### src/hdl/day_count_to_calendar_datetime_unit_macros.svh
// Assertion macros for the day count to calendar date and time unit.
// Needs clk and arst_n in the scope that uses them.
`ifndef DAY_COUNT_TO_CALENDAR_DATETIME_UNIT_MACROS_SVH
`define DAY_COUNT_TO_CALENDAR_DATETIME_UNIT_MACROS_SVH

// Same-cycle implication, checked outside reset.
`define DCDT_ASSERT_SAME(label, ante, cons, msg) \
	label: assert property (@(posedge clk) disable iff (!arst_n) (ante) |-> (cons)) \
		else $error(msg);

// Next-cycle implication, checked outside reset.
`define DCDT_ASSERT_NEXT(label, ante, cons, msg) \
	label: assert property (@(posedge clk) disable iff (!arst_n) (ante) |=> (cons)) \
		else $error(msg);

`endif

### src/hdl/dcdt_pkg.sv
// Shared types, constants and microcode for the day count to date and time unit.
// No dependencies.
`timescale 1ns / 1ps

package dcdt_pkg;

	localparam int DAY_NUMBER_BITS = 22;
	localparam int YEAR_BITS       = DAY_NUMBER_BITS - 7;
	localparam int MS_BITS         = 27;
	localparam int ARG_BITS        = 5;
	localparam int PC_BITS         = 4;

	localparam logic [31:0] JULIAN_OFFSET = 32'd2305447;
	localparam logic [31:0] PLAIN_OFFSET  = 32'd584022;
	localparam logic [31:0] YEAR_LIMIT    = 32'd16383;
	localparam int BASE_YEAR     = 1600;
	localparam int DAYS_400      = 146097;
	localparam int MS_PER_HOUR   = 3600000;
	localparam int MS_PER_MINUTE = 60000;
	localparam int MS_PER_SECOND = 1000;
	localparam int MS_PER_DAY    = 86400000;

	typedef logic [DAY_NUMBER_BITS-1:0] dnum_t;
	typedef logic [YEAR_BITS-1:0]       year_t;
	typedef logic [MS_BITS-1:0]         tms_t;
	typedef logic [ARG_BITS-1:0]        arg_t;
	typedef logic [PC_BITS-1:0]         pc_t;

	typedef struct packed {
		dnum_t      day_number;
		logic       julian_mode;
		tms_t       millis_of_day;
	} in_item_t;

	typedef struct packed {
		logic [4:0]  day;
		logic [3:0]  month;
		logic [13:0] year;
		logic [4:0]  hour;
		logic [5:0]  minute;
		logic [5:0]  second;
		logic        out_of_range;
	} out_item_t;

	typedef enum logic [3:0] {
		OP_NOP,
		OP_Q400,
		OP_C100,
		OP_B4,
		OP_Y1,
		OP_MON,
		OP_HOUR,
		OP_MIN,
		OP_SEC,
		OP_DONE
	} op_t;

	typedef struct packed {
		op_t  op;
		arg_t arg;
	} mc_word_t;

	typedef struct packed {
		op_t  op;
		arg_t k;
		arg_t cnt;
		logic take;
		logic adv;
		logic load;
	} ctrl_t;

	// Shift count of the first 400-year subtraction: the quotient stays below
	// 2**(DAY_NUMBER_BITS-17) since one cycle is longer than 2**17 days.
	localparam arg_t Q400_K0 = arg_t'(DAY_NUMBER_BITS - 18);

	function automatic mc_word_t mc_word(input pc_t pc);
		mc_word_t w;
		case (pc)
			4'd0:    w = '{op: OP_Q400, arg: Q400_K0};
			4'd1:    w = '{op: OP_C100, arg: arg_t'(3)};
			4'd2:    w = '{op: OP_B4,   arg: arg_t'(24)};
			4'd3:    w = '{op: OP_Y1,   arg: arg_t'(3)};
			4'd4:    w = '{op: OP_MON,  arg: arg_t'(11)};
			4'd5:    w = '{op: OP_HOUR, arg: arg_t'(4)};
			4'd6:    w = '{op: OP_MIN,  arg: arg_t'(5)};
			4'd7:    w = '{op: OP_SEC,  arg: arg_t'(5)};
			default: w = '{op: OP_DONE, arg: '0};
		endcase
		return w;
	endfunction

	function automatic logic [4:0] month_len(input logic [3:0] m);
		logic [4:0] len;
		case (m)
			4'd1:    len = 5'd28;
			4'd3:    len = 5'd30;
			4'd5:    len = 5'd30;
			4'd8:    len = 5'd30;
			4'd10:   len = 5'd30;
			default: len = 5'd31;
		endcase
		return len;
	endfunction

endpackage

### src/hdl/dcdt_seq.sv
// Microcode sequencer: step counter, control ROM from dcdt_pkg, loop counters.
// Depends on dcdt_pkg.
`timescale 1ns / 1ps

module dcdt_seq (
	input  logic           clk,
	input  logic           arst_n,
	input  logic           start,
	input  logic           fits,
	output logic           busy,
	output dcdt_pkg::ctrl_t ctrl
);

	logic               busy_q;
	dcdt_pkg::pc_t      pc_q;
	dcdt_pkg::arg_t     k_q;
	dcdt_pkg::arg_t     cnt_q;
	dcdt_pkg::mc_word_t word;
	dcdt_pkg::mc_word_t nword;
	dcdt_pkg::mc_word_t fword;
	logic               is_div;
	logic               take;
	logic               adv;
	logic               load;

	assign word  = dcdt_pkg::mc_word(pc_q);
	assign nword = dcdt_pkg::mc_word(pc_q + 1'b1);
	assign fword = dcdt_pkg::mc_word('0);
	assign load  = start && !busy_q;
	assign busy  = busy_q;

	always_comb begin
		is_div = word.op inside {dcdt_pkg::OP_Q400, dcdt_pkg::OP_HOUR,
			dcdt_pkg::OP_MIN, dcdt_pkg::OP_SEC};
		take = 1'b0;
		adv  = 1'b0;
		if (busy_q) begin
			if (is_div) begin
				take = 1'b1;
				adv  = (k_q == '0);
			end else if (word.op == dcdt_pkg::OP_DONE) begin
				adv = 1'b1;
			end else begin
				take = fits && (cnt_q < word.arg);
				adv  = !take;
			end
		end
		ctrl.op   = busy_q ? word.op : dcdt_pkg::OP_NOP;
		ctrl.k    = k_q;
		ctrl.cnt  = cnt_q;
		ctrl.take = take;
		ctrl.adv  = adv;
		ctrl.load = load;
	end

	always_ff @(posedge clk or negedge arst_n) begin
		if (!arst_n) begin
			busy_q <= 1'b0;
			pc_q   <= '0;
			k_q    <= '0;
			cnt_q  <= '0;
		end else if (load) begin
			busy_q <= 1'b1;
			pc_q   <= '0;
			k_q    <= fword.arg;
			cnt_q  <= '0;
		end else if (busy_q) begin
			if (adv) begin
				pc_q  <= pc_q + 1'b1;
				k_q   <= nword.arg;
				cnt_q <= '0;
				if (word.op == dcdt_pkg::OP_DONE) begin
					busy_q <= 1'b0;
				end
			end else if (is_div) begin
				k_q <= k_q - 1'b1;
			end else if (take) begin
				cnt_q <= cnt_q + 1'b1;
			end
		end
	end

endmodule

### src/hdl/day_count_to_calendar_datetime_unit.sv
// Top level: datapath of the day count to calendar date and time unit.
// Depends on dcdt_pkg, dcdt_seq and the assertion macro header.
`timescale 1ns / 1ps
`include "day_count_to_calendar_datetime_unit_macros.svh"

// An item is taken when start is high while busy is low; busy then stays high
// until the result is out. The result is marked by done for one cycle and must
// be captured then, though result keeps it until the next one is written. The
// microcode program runs each item on two compare-and-subtract datapaths, one
// for the day count and one for the time of day: a bit-serial 400-year divide,
// up to 3 century, 24 four-year and 3 single-year strides, up to 11 month steps,
// and bit-serial divides for hour, minute and second. A new item may start in the
// cycle done is high. Dates before 1.1.1600 or after the year 16383 read
// 1.1.1600 and a time of a full day or more reads 23:59:59; both set
// out_of_range.
module day_count_to_calendar_datetime_unit (
	input  logic                 clk,
	input  logic                 arst_n,
	input  logic                 start,
	input  dcdt_pkg::in_item_t   request,
	output logic                 busy,
	output logic                 done,
	output dcdt_pkg::out_item_t  result
);

	dcdt_pkg::ctrl_t     ctrl;
	logic                fits;
	logic                date_fit;
	logic                tfit;
	dcdt_pkg::dnum_t     sub_amt;
	dcdt_pkg::year_t     y_inc;
	dcdt_pkg::tms_t      tdiv;
	logic [5:0]          qnext;
	logic [31:0]         offset;
	logic                year_over;
	logic                date_def;

	dcdt_pkg::dnum_t     r_q;
	dcdt_pkg::year_t     y_q;
	dcdt_pkg::tms_t      tm_q;
	logic [5:0]          qacc_q;
	logic                cent0_q;
	logic                bleap_q;
	logic                leap_q;
	logic [3:0]          mon_q;
	logic [4:0]          hour_q;
	logic [5:0]          min_q;
	logic [5:0]          sec_q;
	logic                date_bad_q;
	logic                ms_bad_q;
	logic                done_q;
	dcdt_pkg::out_item_t result_q;

	dcdt_seq u_seq (
		.clk    (clk),
		.arst_n (arst_n),
		.start  (start),
		.fits   (fits),
		.busy   (busy),
		.ctrl   (ctrl)
	);

	assign offset = request.julian_mode ? dcdt_pkg::JULIAN_OFFSET : dcdt_pkg::PLAIN_OFFSET;

	always_comb begin
		sub_amt = '0;
		y_inc   = '0;
		tdiv    = '0;
		case (ctrl.op)
			dcdt_pkg::OP_Q400: begin
				sub_amt = dcdt_pkg::dnum_t'(dcdt_pkg::DAYS_400) << ctrl.k;
				y_inc   = dcdt_pkg::year_t'(400) << ctrl.k;
			end
			dcdt_pkg::OP_C100: begin
				sub_amt = (ctrl.cnt == '0) ? dcdt_pkg::dnum_t'(36525) : dcdt_pkg::dnum_t'(36524);
				y_inc   = dcdt_pkg::year_t'(100);
			end
			dcdt_pkg::OP_B4: begin
				sub_amt = (ctrl.cnt == '0 && !cent0_q) ?
					dcdt_pkg::dnum_t'(1460) : dcdt_pkg::dnum_t'(1461);
				y_inc   = dcdt_pkg::year_t'(4);
			end
			dcdt_pkg::OP_Y1: begin
				sub_amt = (ctrl.cnt == '0 && bleap_q) ?
					dcdt_pkg::dnum_t'(366) : dcdt_pkg::dnum_t'(365);
				y_inc   = dcdt_pkg::year_t'(1);
			end
			dcdt_pkg::OP_MON: begin
				sub_amt = dcdt_pkg::dnum_t'(dcdt_pkg::month_len(ctrl.cnt[3:0]))
					+ dcdt_pkg::dnum_t'(ctrl.cnt == 5'd1 && leap_q);
			end
			dcdt_pkg::OP_HOUR: tdiv = dcdt_pkg::tms_t'(dcdt_pkg::MS_PER_HOUR) << ctrl.k;
			dcdt_pkg::OP_MIN:  tdiv = dcdt_pkg::tms_t'(dcdt_pkg::MS_PER_MINUTE) << ctrl.k;
			dcdt_pkg::OP_SEC:  tdiv = dcdt_pkg::tms_t'(dcdt_pkg::MS_PER_SECOND) << ctrl.k;
			default: begin
				sub_amt = '0;
			end
		endcase
		date_fit  = (r_q >= sub_amt);
		tfit      = (tm_q >= tdiv);
		fits      = (ctrl.op inside {dcdt_pkg::OP_HOUR, dcdt_pkg::OP_MIN,
			dcdt_pkg::OP_SEC}) ? tfit : date_fit;
		qnext     = {qacc_q[4:0], tfit};
		year_over = (32'(y_q) > dcdt_pkg::YEAR_LIMIT);
		date_def  = date_bad_q || year_over;
	end

	// Datapath registers: payload only, no reset.
	always_ff @(posedge clk) begin
		if (ctrl.load) begin
			r_q        <= dcdt_pkg::dnum_t'(32'(request.day_number) - offset - 32'd1);
			y_q        <= dcdt_pkg::year_t'(dcdt_pkg::BASE_YEAR);
			tm_q       <= request.millis_of_day;
			qacc_q     <= '0;
			date_bad_q <= (32'(request.day_number) <= offset);
			ms_bad_q   <= (request.millis_of_day >= dcdt_pkg::tms_t'(dcdt_pkg::MS_PER_DAY));
		end else begin
			case (ctrl.op)
				dcdt_pkg::OP_Q400, dcdt_pkg::OP_C100, dcdt_pkg::OP_B4,
				dcdt_pkg::OP_Y1, dcdt_pkg::OP_MON: begin
					if (ctrl.take && date_fit) begin
						r_q <= r_q - sub_amt;
						y_q <= y_q + y_inc;
					end
					if (ctrl.adv) begin
						case (ctrl.op)
							dcdt_pkg::OP_C100: cent0_q <= (ctrl.cnt == '0);
							dcdt_pkg::OP_B4:   bleap_q <= !(ctrl.cnt == '0 && !cent0_q);
							dcdt_pkg::OP_Y1:   leap_q  <= (ctrl.cnt == '0) && bleap_q;
							dcdt_pkg::OP_MON:  mon_q   <= ctrl.cnt[3:0];
							default:           mon_q   <= mon_q;
						endcase
					end
				end
				dcdt_pkg::OP_HOUR, dcdt_pkg::OP_MIN, dcdt_pkg::OP_SEC: begin
					if (tfit) begin
						tm_q <= tm_q - tdiv;
					end
					if (ctrl.adv) begin
						qacc_q <= '0;
						case (ctrl.op)
							dcdt_pkg::OP_HOUR: hour_q <= qnext[4:0];
							dcdt_pkg::OP_MIN:  min_q  <= qnext;
							default:           sec_q  <= qnext;
						endcase
					end else begin
						qacc_q <= qnext;
					end
				end
				dcdt_pkg::OP_DONE: begin
					result_q.day          <= date_def ? 5'd1 : 5'(r_q) + 5'd1;
					result_q.month        <= date_def ? 4'd1 : mon_q + 4'd1;
					result_q.year         <= date_def ? 14'(dcdt_pkg::BASE_YEAR) : 14'(y_q);
					result_q.hour         <= ms_bad_q ? 5'd23 : hour_q;
					result_q.minute       <= ms_bad_q ? 6'd59 : min_q;
					result_q.second       <= ms_bad_q ? 6'd59 : sec_q;
					result_q.out_of_range <= date_def || ms_bad_q;
				end
				default: begin
					r_q <= r_q;
				end
			endcase
		end
	end

	always_ff @(posedge clk or negedge arst_n) begin
		if (!arst_n) begin
			done_q <= 1'b0;
		end else begin
			done_q <= (ctrl.op == dcdt_pkg::OP_DONE);
		end
	end

	assign done   = done_q;
	assign result = result_q;

	`DCDT_ASSERT_SAME(a_done_not_busy, done, !busy, "result strobed while still busy")
	`DCDT_ASSERT_NEXT(a_accept_busy, start && !busy, busy && !done, "accepted item not held busy")
	`DCDT_ASSERT_SAME(a_month_range, done, result.month != 4'd0 && result.month <= 4'd12, "month out of range")
	`DCDT_ASSERT_SAME(a_hour_range, done, result.hour <= 5'd23, "hour out of range")

endmodule

### config.mk
export PLATFORM = sky130hd
export DESIGN_NAME = day_count_to_calendar_datetime_unit
export DESIGN_NICKNAME = d
export VERILOG_FILES = /design/src/hdl/dcdt_pkg.sv /design/src/hdl/dcdt_seq.sv /design/src/hdl/day_count_to_calendar_datetime_unit.sv
export VERILOG_INCLUDE_DIRS = /design/src /design/src/hdl
export SDC_FILE = /design/constraint.sdc
export NUM_CORES = 1
export LEC_CHECK = 0
export BUFFER_PORTS_ARGS = -buffer_cell sky130_fd_sc_hd__buf_4
export CORE_MARGIN = 4
export CORE_UTILIZATION = 57
export DETAILED_ROUTE_END_ITERATION = 8
export PLACE_DENSITY = 0.76
export SYNTH_ARGS = -nofsm -noshare
export SYNTH_HDL_FRONTEND = slang
export SYNTH_SLANG_ARGS = --single-unit
export TNS_END_PERCENT = 1
### constraint.sdc
create_clock -name clk -period 14.05 [get_ports clk]
set_input_delay 2.1075 -clock clk [delete_from_list [all_inputs] [get_ports clk]]
set_output_delay 2.1075 -clock clk [all_outputs]
set_load 0.05 [all_outputs]
==> results by stage, run 1 <==
Synth:
- The area of the mapped netlist is 0.0121 mm2.
- The flop and latch count out of synthesis is 152.
- The largest total area in the synthesized netlist belongs to edfxtp_1.
- The number of flops mapped to enable cells by yosys is 116.
- The synthesized design devotes to its leading area cell type 28.8% of total area.
- After technology mapping, the gate count stands at 1404.
- The number of nets produced by synthesis is 1557.
- The part of the Yosys area used for sequential elements is 35.4%.
- Yosys attributes the largest share of cell area to edfxtp_1 29%, ha_1 10%, a21oi_1 5.1%.
- The most frequently used flop master after synthesis is edfxtp_1.
- Counting distinct cell types in the post-synthesis netlist gives 89.
- The share of synthesized flip-flops with an asynchronous set or reset is 10.5%.
- The number of synthesis warnings is 0.
- The average size of a mapped cell is 8.62 um2.

Timing:
- The number of hold violations in the final report came to 0.
- The remaining max-slew budget at the tightest pin is 26.4%.
- Setup repair after global routing left no endpoint under its margin.
- Setup violations remaining at the end of the flow were counted as 0.
- Summed over all failing endpoints, the final setup total negative slack is 0 ns.
- The final clock period utilization by the worst path is 47.5%.
- The count of pins over their slew limit came to 0.
- Clock skew on the completed layout was measured at 0.0125 ns.
- The upper clock frequency limit is 0.150 GHz.
- Counting I/O delays and the setup requirement, the final critical path takes 6.67 ns.
- The transition time at the pin with the least slew margin is 1.10 ns.

Drt:
- The DRC marker count from the first detailed-route iteration is 1088.
- In the final routed layout, each cell accounts on average for 19.6 um.
- The total vias in the final route is 11300.
- Wires add up to 34100 um.
- The number of DRC violations after detailed routing is 0.
- The final antenna-violating net count is 0.
- The post-detailed-route via-to-cell ratio is 6.45.
- The number of detailed-routing iterations run before antenna repair is 6.

CTS:
- The clock passes through at most 2 buffers.
- After clock tree synthesis, the clock-pin slew on the worst setup and hold paths is 0.07 ns.
- Post-CTS timing repair inserted 0 buffers for setup.
- In this run, post-CTS hold repair placed 0 buffers.
- The latest clock arrival within the worst-skew pair is 0.43 ns.
- TritonCTS built the clock tree.
- The maximum level of the CTS H-tree is 4.
- The quantity of gates resized following cts is 0.
- CTS placed an instance of clkbuf_16 at the clock tree root.
- The clock buffer count from CTS is 17.
- The number of sinks driven by the clock tree is 152.

Place:
- The sum of net half-perimeters after detailed placement is 24800 um.
- The final RePlAce weighted congestion is 0.991.
- The number of input and output port buffers inserted is 95.

Critical path:
- Along the worst path, the maximum fanout reaches 24.
- Walking the worst path, the cells encountered are inv_2 > ha_1 > nand3b_1 > or4_1 > nand2_1 > o21ai_0 > a221oi_1 > nor2_1 > o21ai_1 > ha_1 > nand3_1 > a211oi_1 > a41o_1 > o21a_1 > o311ai_1 > a211oi_1 > or2_2 > a21o_1.
- The number of buffers and inverters on the critical path is 1.
- The start point of the critical path is u_seq.pc_q[0].
- Setup slack on the worst reg-to-reg path comes out at 7.38 ns.
- Data on the critical path arrives at its endpoint at 6.72 ns.
- The cell count of the worst reg-to-reg path is 18.
- The data required time of the worst path is 14.10 ns.
- The endpoint class of the critical path is a register.
- The delay contributed by the slowest stage of the critical path is 0.79 ns.
- The largest individual stage delay along the critical path comes from the cell a21o_1.
- STA classifies the critical path startpoint as a register.
- The kind of critical path is register to register.
- The worst register-to-register path ends at tm_q[23].
- The worst reg2reg path startpoint is u_seq.pc_q[0].
- The largest delay contributor family on the critical path is compound AO/OA/AOI/OAI gates.

Job:
- Across the run, the number of max-cap violations was 0.

Global route:
- The number of antenna violations at the first check in global routing is 0.
- The overall routing resource usage is 28.3%.
- The via count of the first global-routing pass is 10400.
- Entering global routing, the biggest net connects 60 pins.
- The total grt overflow is 0.
- The wire length of the first global-routing pass is 54800 um.

Final layout:
- After the last flow step, the layout net total stands at 1609.
- The layout cell share with drive strength beyond 1 is 12.1%.
- In the layout the commonest cells are 147 x nand2_1, 123 x a21oi_1, 121 x nor2_1, 116 x edfxtp_1, 105 x o21ai_0.
- The area overhead of the layout relative to synthesis is 12.0%.
- The library cell used most frequently in the layout, excluding fill and tap cells, is nand2_1.
- The number of inserted filler cells in the final layout is 1828.
- The repair_antennas step left the layout with diodes totalling 0.

Hold path:
- The origin of the worst min-delay path is qacc_q[4].
- The type of the worst min-delay path is register to register.
- The destination of the worst hold path is sec_q[5].
- The number of cells traversed by the worst hold path is 0.

Floorplanning:
- The initial core utilization is 57.8%.
- The initialized floorplan defines 53 standard-cell rows.
- The floorplan step defined a die boundary enclosing 0.0236 mm2.
- In this run the vertical extent of the chip is 154 um.
- 96 I/O pins were placed.
- The core box area is 0.0210 mm2.
- The overall die width is 154 um.

Run status:
- The run finished with clean final reports.
==> registers in the layout, indices dropped and copies added, names as in the netlist, 6 cells and up <==
name,count
min_q,6
r_q,22
result,41
sec_q,6
tm_q,27
y_q,15
==> per-layer routing <==
layer | track usage (%) | vias up | share of wire, %
met1 | 39.8 | 5340 | 45
li1 | - | 5354 | -
met3 | 4.76 | 68 | 7.1
met4 | 7.19 | 0 | 2.0
met2 | 45.7 | 490 | 46
met5 | 0 | - | 0
==> worst register-to-register path, stage by stage (launching register included) <==
cell and delay, ns:
dfrtp_1 0.74, inv_2 0.25, ha_1 0.50, nand3b_1 0.24
or4_1 0.75, nand2_1 0.37, o21ai_0 0.12, a221oi_1 0.31
nor2_1 0.10, o21ai_1 0.17, ha_1 0.21, nand3_1 0.16
a211oi_1 0.28, a41o_1 0.18, o21a_1 0.20, o311ai_1 0.15
a211oi_1 0.53, or2_2 0.24, a21o_1 0.79
==> how the worst max path moves through the flow <==
stage / slack [ns] / to / depth (start not counted)
after floorplan: 8.75 / r_q[0] / 22
after global placement: 7.58 / r_q[17] / 18
after detailed placement: 7.45 / r_q[19] / 16
after CTS: 7.41 / r_q[15] / 16
after global routing: 6.80 / r_q[14] / 18
final: 7.38 / tm_q[23] / 18
==> final cells by class <==
type | count | area [um2] | area share (%)
clock inverter | 15 | 196 | 1.45
tap | 275 | 344 | 2.54
timing repair buffer | 104 | 781 | 5.76
sequential | 152 | 4280 | 31.6
clock buffer | 17 | 425 | 3.14
multi-input combinational | 1135 | 7350 | 54.2
inverter | 46 | 173 | 1.27
==> cells in the mapped netlist (17+ instances only) <==
cell type  number
nor2_1        122
clkbuf_1       50
o31ai_1        19
nor3_1         37
and2_1         22
or2_2          19
dfxtp_1        20
edfxtp_1      116
nor2b_1        17
nand2_1       148
o21ai_0       105
o22ai_1        23
nand3_1        41
a21o_1         35
inv_1          42
xnor2_1        30
a21oi_1       123
ha_1           99
xor2_1         32
==> logic make-up after synthesis <==
| group | after synthesis | share of synthesized area [%] |
|---|---|---|
| AOI/OAI and AO/OA | 465 | 24.9 |
| buffers and inverters | 117 | 3.93 |
| DFF | 152 | 35.4 |
| and+or+nand+nor | 491 | 19.5 |
| muxes | 16 | 1.32 |
| xor gates and xnor gates | 62 | 4.49 |
| adders and majority gates | 101 | 10.5 |
==> through the flow <==
step,cell area [um2],worst slack [ns],util [%],hold WS (ns),std cells
floorplan,12100,8.75,-,0.425,1404
global placement,12900,7.58,61.7,0.443,1712
detailed placement,12900,7.45,61.7,0.449,1712
CTS,13600,7.41,64.7,0.466,1744
global route,13600,6.80,64.7,0.488,1744
finish,13600,7.38,64.7,0.462,1744
Power of run 1 is not shown: default switching activity piles up to over one toggle a cycle in this logic, so the estimate is an artifact.
==> inputs of run 2 (changes only) <==
==> constraint.sdc (replaced) <==
create_clock -name clk -period 6.6 [get_ports clk]
set_input_delay 0.99 -clock clk [delete_from_list [all_inputs] [get_ports clk]]
set_output_delay 0.99 -clock clk [all_outputs]
set_load 0.05 [all_outputs]
==> results by stage, run 2 (same netlist as run 1, synthesis figures left out) <==
Critical path:
- The start point of the critical path is u_seq.pc_q[0].
- The largest delay contributor family on the critical path is compound AO/OA/AOI/OAI gates.
- The cell repeated most along the worst path is ha_1.
- The critical path goes through ha_1 > ha_1 > nor3b_1 > buf_4 > o2111a_1 > nor2_1 > o22ai_1 > and2_1 > o21ai_0 > ha_1 > a21o_1 > a21oi_1 > o21ai_0 > o21a_1 > o311ai_1 > a211oi_1 > or2_2 > a21o_1 > buf_4.
- The worst-path cell with the longest stage delay is nor2_1.
- The reg2reg setup slack was 0.46 ns (-6.93 ns).
- The cell count of the worst reg-to-reg path is 19 (+1).
- The startpoint identified for the worst register-to-register timing path is u_seq.pc_q[0].
- The launching element type of the critical path is a register.
- STA classifies the critical path endpoint as a register.
- The count of buffering cells on the critical path with inverters included is 2 (+1).
- The highest net fanout along the worst path is 24 (unchanged).
- The data required time of the worst path is 6.76 ns (-7.34 ns).
- The kind of critical path is register to register.
- The arrival time of the worst setup path is 6.30 ns (-0.42 ns).
- In this run the critical register-to-register path is captured at tm_q[5].
- The delay contributed by the slowest stage of the critical path is 0.60 ns (-0.19 ns).

Global route:
- The maximum number of pins on one net before global-route repair is 52 (-13%).
- The number of antenna violations at the first check in global routing is 0 (unchanged).
- The wire length of the first global-routing pass is 54500 um (-0.67%).
- The total grt overflow is 0 (unchanged).
- The overall routing resource usage is 27.9% (-0.34 points).
- The via count of the first global-routing pass is 10600 (+1.4%).

Timing:
- The count of pins over their slew limit is 0 (unchanged).
- The transition time at the pin with the least slew margin is 1.11 ns (+0.00902 ns).
- The final clock period utilization by the worst path is 93.1% (+46 points).
- The number of hold violations in the final report is 0 (unchanged).
- The upper clock frequency limit is 0.163 GHz (+8.5%).
- The shortest period the worst path allows was 6.14 ns (-0.523 ns).
- The worst setup skew after layout is 0.0163 ns (+0.00379 ns).
- The remaining max-slew budget at the tightest pin was 25.8% (-0.60 points).
- The final sum of negative setup slack is 0 ns (unchanged).
- Setup repair after global routing left no endpoint under its margin.
- The setup-violating endpoint count in the final report is 0 (unchanged).

Final layout:
- The area growth from synthesis to layout is 12.9%.
- The library cell used most frequently in the layout, excluding fill and tap cells, is nand2_1.
- The number of flip-flops under the largest register name is 41 (unchanged).
- More flip-flops sit in one register than any other, and that register is result.
- The largest registers in the layout are result x41, tm_q x27, r_q x22.
- The final non-filler cell area is 0.0137 mm2 (+0.80%).
- In the layout the commonest cells are 147 x nand2_1, 123 x a21oi_1, 121 x nor2_1, 121 x buf_4, 116 x edfxtp_1.
- The count of inserted antenna diode cells is 0 (unchanged).
- The layout cell share with drive strength beyond 1 came to 13.1% (+1.0 points).
- The post-layout net count is 1626 (+1.1%).
- The number of inserted filler cells in the final layout is 1833 (+0.27%).

Floorplanning:
- The initial core utilization was 57.8% (unchanged).
- The I/O pin count is 96 (unchanged).
- The core box area is 0.0210 mm2 (unchanged).
- The total number of placement rows is 53 (unchanged).
- The area of the die came to 0.0236 mm2 (unchanged).
- The overall die height is 154 um (unchanged).
- The overall die width is 154 um (unchanged).

Drt:
- The number of detailed-routing iterations run before antenna repair is 7 (+1).
- The final antenna-violating net count came to 0 (unchanged).
- The post-detailed-route via-to-cell ratio came to 6.40 (-0.87%).
- The total wirelength of the detailed-routed design is 33900 um (-0.72%).
- The total vias in the final route is 11300 (+0.098%).
- The number of DRC violations after detailed routing is 0 (unchanged).
- The average wire per cell in the routed design is 19.2 um (-1.7%).
- The DRC marker count from the first detailed-route iteration is 1023 (-6.0%).

Place:
- The final RePlAce weighted congestion was 1.06 (+7.1%).
- The cell area after placement was 0.0131 mm2 (+0.99%).
- The sum of net half-perimeters after detailed placement was 24900 um (+0.20%).
- The number of input and output port buffers inserted was 95 (unchanged).

CTS:
- The tree is rooted in a clkbuf_16.
- TritonCTS built the clock tree.
- The quantity of gates resized following cts is 0 (unchanged).
- The latest clock arrival within the worst-skew pair came to 0.44 ns (about the same).
- The clock buffer count from CTS is 17 (unchanged).
- The number of setup buffers added after CTS was 0 (unchanged).
- The buffer depth of the longest clock path was 2 (unchanged).
- The clock transition at the registers of the reported paths is 0.07 ns (about the same).
- The maximum level of the CTS H-tree was 4 (unchanged).
- The number of sinks driven by the clock tree came to 152 (unchanged).
- The number of hold buffers added after cts is 0 (unchanged).

Run status:
- The flow ran to the end, and the final reports show no timing, DRC or antenna violations.

Job:
- The number of max-cap violations came to 0 (unchanged).

Hold path:
- The type of the worst min-delay path is input pin to async pin.
run 2: changes by cell type in the layout (fill, tap and decap cells not counted):
cell,change
buf_4,+17
clkinv_8,-2
inv_8,+2
clkinvlp_4,+1
inv_12,-1
run 2: routing by layer:
metal | track usage, % | wire, um | vias to the layer above
li1 | - | - | 5382
met1 | 38.8 | 14800 | 5235
met2 | 45.4 | 15500 | 563
met3 | 4.76 | 2760 | 83
met4 | 7.53 | 824 | 0
met5 | 0 | 0 | -
run 2: how the worst max path moves through the flow:
stage / endpoint / slack, ns / depth (start not counted)
3_5_place_dp: tm_q[22] / 0.66 / 18
5_1_grt: sec_q[3] / 0.17 / 17
3_3_place_gp: sec_q[0] / 0.75 / 17
6_report: tm_q[5] / 0.46 / 19
2_1_floorplan: r_q[0] / 1.30 / 22
4_1_cts: sec_q[3] / 0.61 / 17
run 2: per-stage QoR:
step / cells / util (%) / worst slack (ns) / hold WS, ns
4_1_cts: 1761 / 65.2 / 0.613 / 0.403
3_5_place_dp: 1729 / 62.3 / 0.660 / 0.448
6_report: 1761 / 65.2 / 0.455 / 0.413
5_1_grt: 1761 / 65.2 / 0.166 / 0.419
2_1_floorplan: 1404 / - / 1.30 / 0.425
3_3_place_gp: 1729 / 62.3 / 0.746 / 0.444
run 2: final cells by class:
| cell class | instances | area (um2) | share of cell area [%] |
|---|---|---|---|
| repair buffers | 121 | 908 | 6.65 |
| multi-input cells | 1135 | 7350 | 53.8 |
| clock buffers | 17 | 425 | 3.11 |
| well taps | 275 | 344 | 2.52 |
| flip-flops and latches | 152 | 4280 | 31.4 |
| clock inverters | 15 | 178 | 1.30 |
| inverters | 46 | 173 | 1.26 |
run 2: worst reg2reg max path, stage by stage, from the launching register on:
cell,delay (ns)
dfrtp_1,0.58
ha_1,0.29
ha_1,0.31
nor3b_1,0.10
buf_4,0.18
o2111a_1,0.29
nor2_1,0.61
o22ai_1,0.28
and2_1,0.24
o21ai_0,0.21
ha_1,0.33
a21o_1,0.20
a21oi_1,0.23
o21ai_0,0.24
o21a_1,0.29
o311ai_1,0.44
a211oi_1,0.23
or2_2,0.38
a21o_1,0.19
buf_4,0.23
Power of run 2 is left out for the same reason.
==> inputs of run 3 (changes only) <==
--- a/config.mk
+++ b/config.mk
@@ -7,10 +7,12 @@
 export NUM_CORES = 1
 export LEC_CHECK = 0
 export BUFFER_PORTS_ARGS = -buffer_cell sky130_fd_sc_hd__buf_4
+export CELL_PAD_IN_SITES_DETAIL_PLACEMENT = 0
+export CELL_PAD_IN_SITES_GLOBAL_PLACEMENT = 2
 export CORE_MARGIN = 4
-export CORE_UTILIZATION = 57
+export CORE_UTILIZATION = 38
 export DETAILED_ROUTE_END_ITERATION = 8
-export PLACE_DENSITY = 0.76
+export PLACE_DENSITY_LB_ADDON = 0.1
 export SYNTH_ARGS = -nofsm -noshare
 export SYNTH_HDL_FRONTEND = slang
 export SYNTH_SLANG_ARGS = --single-unit
==> results by stage, run 3 (same netlist as run 1, synthesis figures left out) <==
Final layout:
- The layout cell share with drive strength beyond 1 is 13.2% (+0.12 points).
- The post-layout net count came to 1628 (+0.12%).
- The largest registers in the layout are result x41, tm_q x27, r_q x22.
- The register with the most flip-flops in the final layout is result.
- The area overhead of the layout relative to synthesis is 14.7%.
- The final non-filler cell area is 0.0139 mm2 (+1.5%).
- In the layout the commonest cells are 147 x nand2_1, 123 x a21oi_1, 122 x buf_4, 121 x nor2_1, 116 x edfxtp_1.
- The count of inserted antenna diode cells is 0 (unchanged).
- The count of non-filler cells in the finished layout is 1890 (+7.3%).
- The final standard cell utilization of the core is 44.1% (-21 points).
- The number of flip-flops under the largest register name was 41 (unchanged).
- Leaving out fill and tap cells, the most frequent cell in the layout is nand2_1.

Place:
- The sum of net half-perimeters after detailed placement is 28400 um (+14%).
- The number of input and output port buffers inserted is 95 (unchanged).
- The final RePlAce weighted congestion is 0.871 (-18%).
- The count of placed standard cells including taps is 1858 (+7.5%).
- The worst slack at placement came to 0.610 ns (-0.0500 ns).
- The cell area after placement came to 0.0132 mm2 (+1.4%).

Critical path:
- The arrival time of the worst setup path is 6.15 ns (-0.15 ns).
- STA classifies the critical path startpoint as a register.
- The kind of critical path is register to register.
- Traced cell by cell, the critical path runs through ha_1 > ha_1 > nor3b_1 > and3_1 > nand2_1 > nor2_1 > and3_1 > a211o_1 > ha_1 > inv_1 > fa_1 > a21oi_1 > a21oi_1 > nor3_1 > o31ai_1 > nor4_4 > o311ai_2 > buf_4 > nor2_1.
- The highest net fanout along the worst path is 15 (-38%).
- The endpoint class of the critical path is a register.
- The count of buffering cells on the critical path with inverters included is 2 (unchanged).
- The cell repeated most along the worst path is ha_1.
- The largest delay contributor family on the critical path is simple AND/OR/NAND/NOR gates.
- The worst-path cell with the longest stage delay is nor3b_1.
- The delay contributed by the slowest stage of the critical path was 0.53 ns (-0.07 ns).
- The data required time of the worst path is 6.68 ns (-0.08 ns).

CTS:
- The quantity of gates resized following cts came to 0 (unchanged).
- The buffer depth of the longest clock path is 2 (unchanged).
- The clock transition at the registers of the reported paths was 0.07 ns (about the same).
- The maximum level of the CTS H-tree was 4 (unchanged).
- In this run the clock root is driven by a clkbuf_16.
- TritonCTS built the clock tree.
- The number of sinks driven by the clock tree was 152 (unchanged).
- The latest clock arrival within the worst-skew pair is 0.44 ns (about the same).
- The number of hold buffers added after cts is 0 (unchanged).
- The clock buffer count from CTS was 17 (unchanged).
- The number of setup buffers added after CTS is 0 (unchanged).

Pwr:
- Summing internal, switching and leakage power gives 8.78 mW.
- The total power density per cell area is 633 mW/mm2.
- Summed over all cells, the static leakage comes to 5.51 nW.
- VDD sags by at most 0.232 mV.

Timing:
- The upper clock frequency limit is 0.165 GHz (+1.2%).
- The transition time at the pin with the least slew margin is 1.12 ns (+0.0114 ns).
- The final sum of negative setup slack is 0 ns (unchanged).
- The minimum hold slack was 0.413 ns (-0.000281 ns).
- The final clock period utilization by the worst path was 92.0% (-1.1 points).
- The setup slack of the critical path after layout was 0.531 ns (+0.0751 ns).
- The setup-violating endpoint count in the final report came to 0 (unchanged).
- The shortest period the worst path allows was 6.07 ns (-0.0751 ns).
- The count of pins over their slew limit is 0 (unchanged).
- The number of hold violations in the final report is 0 (unchanged).
- The worst setup skew after layout is 0.0127 ns (-0.00365 ns).
- Setup repair after global routing left no endpoint under its margin.
- The remaining max-slew budget at the tightest pin is 25.1% (-0.76 points).

Floorplanning:
- The total number of placement rows came to 65 (+23%).
- The overall die height is 186 um (+21%).
- The overall die width is 186 um (+21%).
- The I/O pin count was 96 (unchanged).
- The area of the die is 0.0348 mm2 (+47%).
- The initial core utilization came to 38.4% (-19 points).
- The core box area is 0.0315 mm2 (+50%).

Run status:
- The run finished with clean final reports.

Drt:
- The average wire per cell in the routed design is 20.2 um (+4.9%).
- The final antenna-violating net count came to 0 (unchanged).
- The total wirelength of the detailed-routed design came to 38100 um (+13%).
- The number of DRC violations after detailed routing is 0 (unchanged).
- The DRC marker count from the first detailed-route iteration is 973 (-4.9%).
- The post-detailed-route via-to-cell ratio came to 5.81 (-9.2%).
- The total vias in the final route is 11000 (-2.5%).
- The number of detailed-routing iterations run before antenna repair is 6 (-1).

Hold path:
- The type of the worst min-delay path is input pin to async pin.

Global route:
- The total grt overflow is 0 (unchanged).
- The wire length of the first global-routing pass is 60600 um (+11%).
- The overall routing resource usage is 21.5% (-6.4 points).
- The number of antenna violations at the first check in global routing was 0 (unchanged).
- The maximum number of pins on one net before global-route repair is 64 (+23%).
- The via count of the first global-routing pass is 10600 (+0.038%).

Job:
- The number of max-cap violations is 0 (unchanged).
[run 3: cell types whose count changed in the layout (fill, tap and decap cells not counted)]
cell,change
buf_12,+1
inv_12,+1
bufinv_16,+1
buf_4,+1
clkinvlp_4,-1
clkinv_8,-1
inv_6,-1
inv_8,+1
[run 3: area by class of cell]
type / instances / area, um2
well taps: 402 / 503
inverters: 46 / 173
multi-input cells: 1135 / 7350
fillers: 3196 / 17600
flip-flops and latches: 152 / 4280
clock inverters: 15 / 203
clock buffers: 17 / 425
repair buffers: 123 / 936
[run 3: power by group]
group          leakage [nW]  internal (mW)  switching (mW)
sequential             1.44           1.59           0.195
clock                 0.306          0.553           0.514
combinational          3.77           2.20            3.73
total                  5.51           4.34            4.44
[run 3: worst reg2reg max path, cell delays in order, from the launching register on]
cell and delay (ns):
dfrtp_1 0.47, ha_1 0.28, ha_1 0.28, nor3b_1 0.53
and3_1 0.45, nand2_1 0.19, nor2_1 0.38, and3_1 0.27
a211o_1 0.12, ha_1 0.16, inv_1 0.05, fa_1 0.40
a21oi_1 0.27, a21oi_1 0.11, nor3_1 0.18, o31ai_1 0.18
nor4_4 0.37, o311ai_2 0.27, buf_4 0.28, nor2_1 0.46
[run 3: path summary, 6_finish.rpt]
| path | start | to | slack, ns | depth (start not counted) |
|---|---|---|---|---|
| min in group clk | qacc_q[4] | min_q[5] | 0.49 | 0 |
| max | u_seq.pc_q[0] | min_q[0] | 0.53 | 19 |
| min reg2reg | qacc_q[4] | min_q[5] | 0.49 | 0 |
| max reg2reg | u_seq.pc_q[0] | min_q[0] | 0.53 | 19 |
| max in group asynchronous | arst_n | u_seq.pc_q[2] | 5.97 | 1 |
| min | arst_n | done | 0.41 | 1 |
[run 3: metal layers]
metal / up-vias / part of all wire [%] / wire [um] / GRT usage (%)
met5: - / 0 / 0 / 0
met4: 0 / 1.8 / 673 / 4.66
met3: 49 / 4.6 / 1750 / 3.22
met2: 287 / 45 / 17100 / 33.8
met1: 5258 / 49 / 18600 / 31.7
li1: 5385 / - / - / -
(Power assumes the default switching activity.)
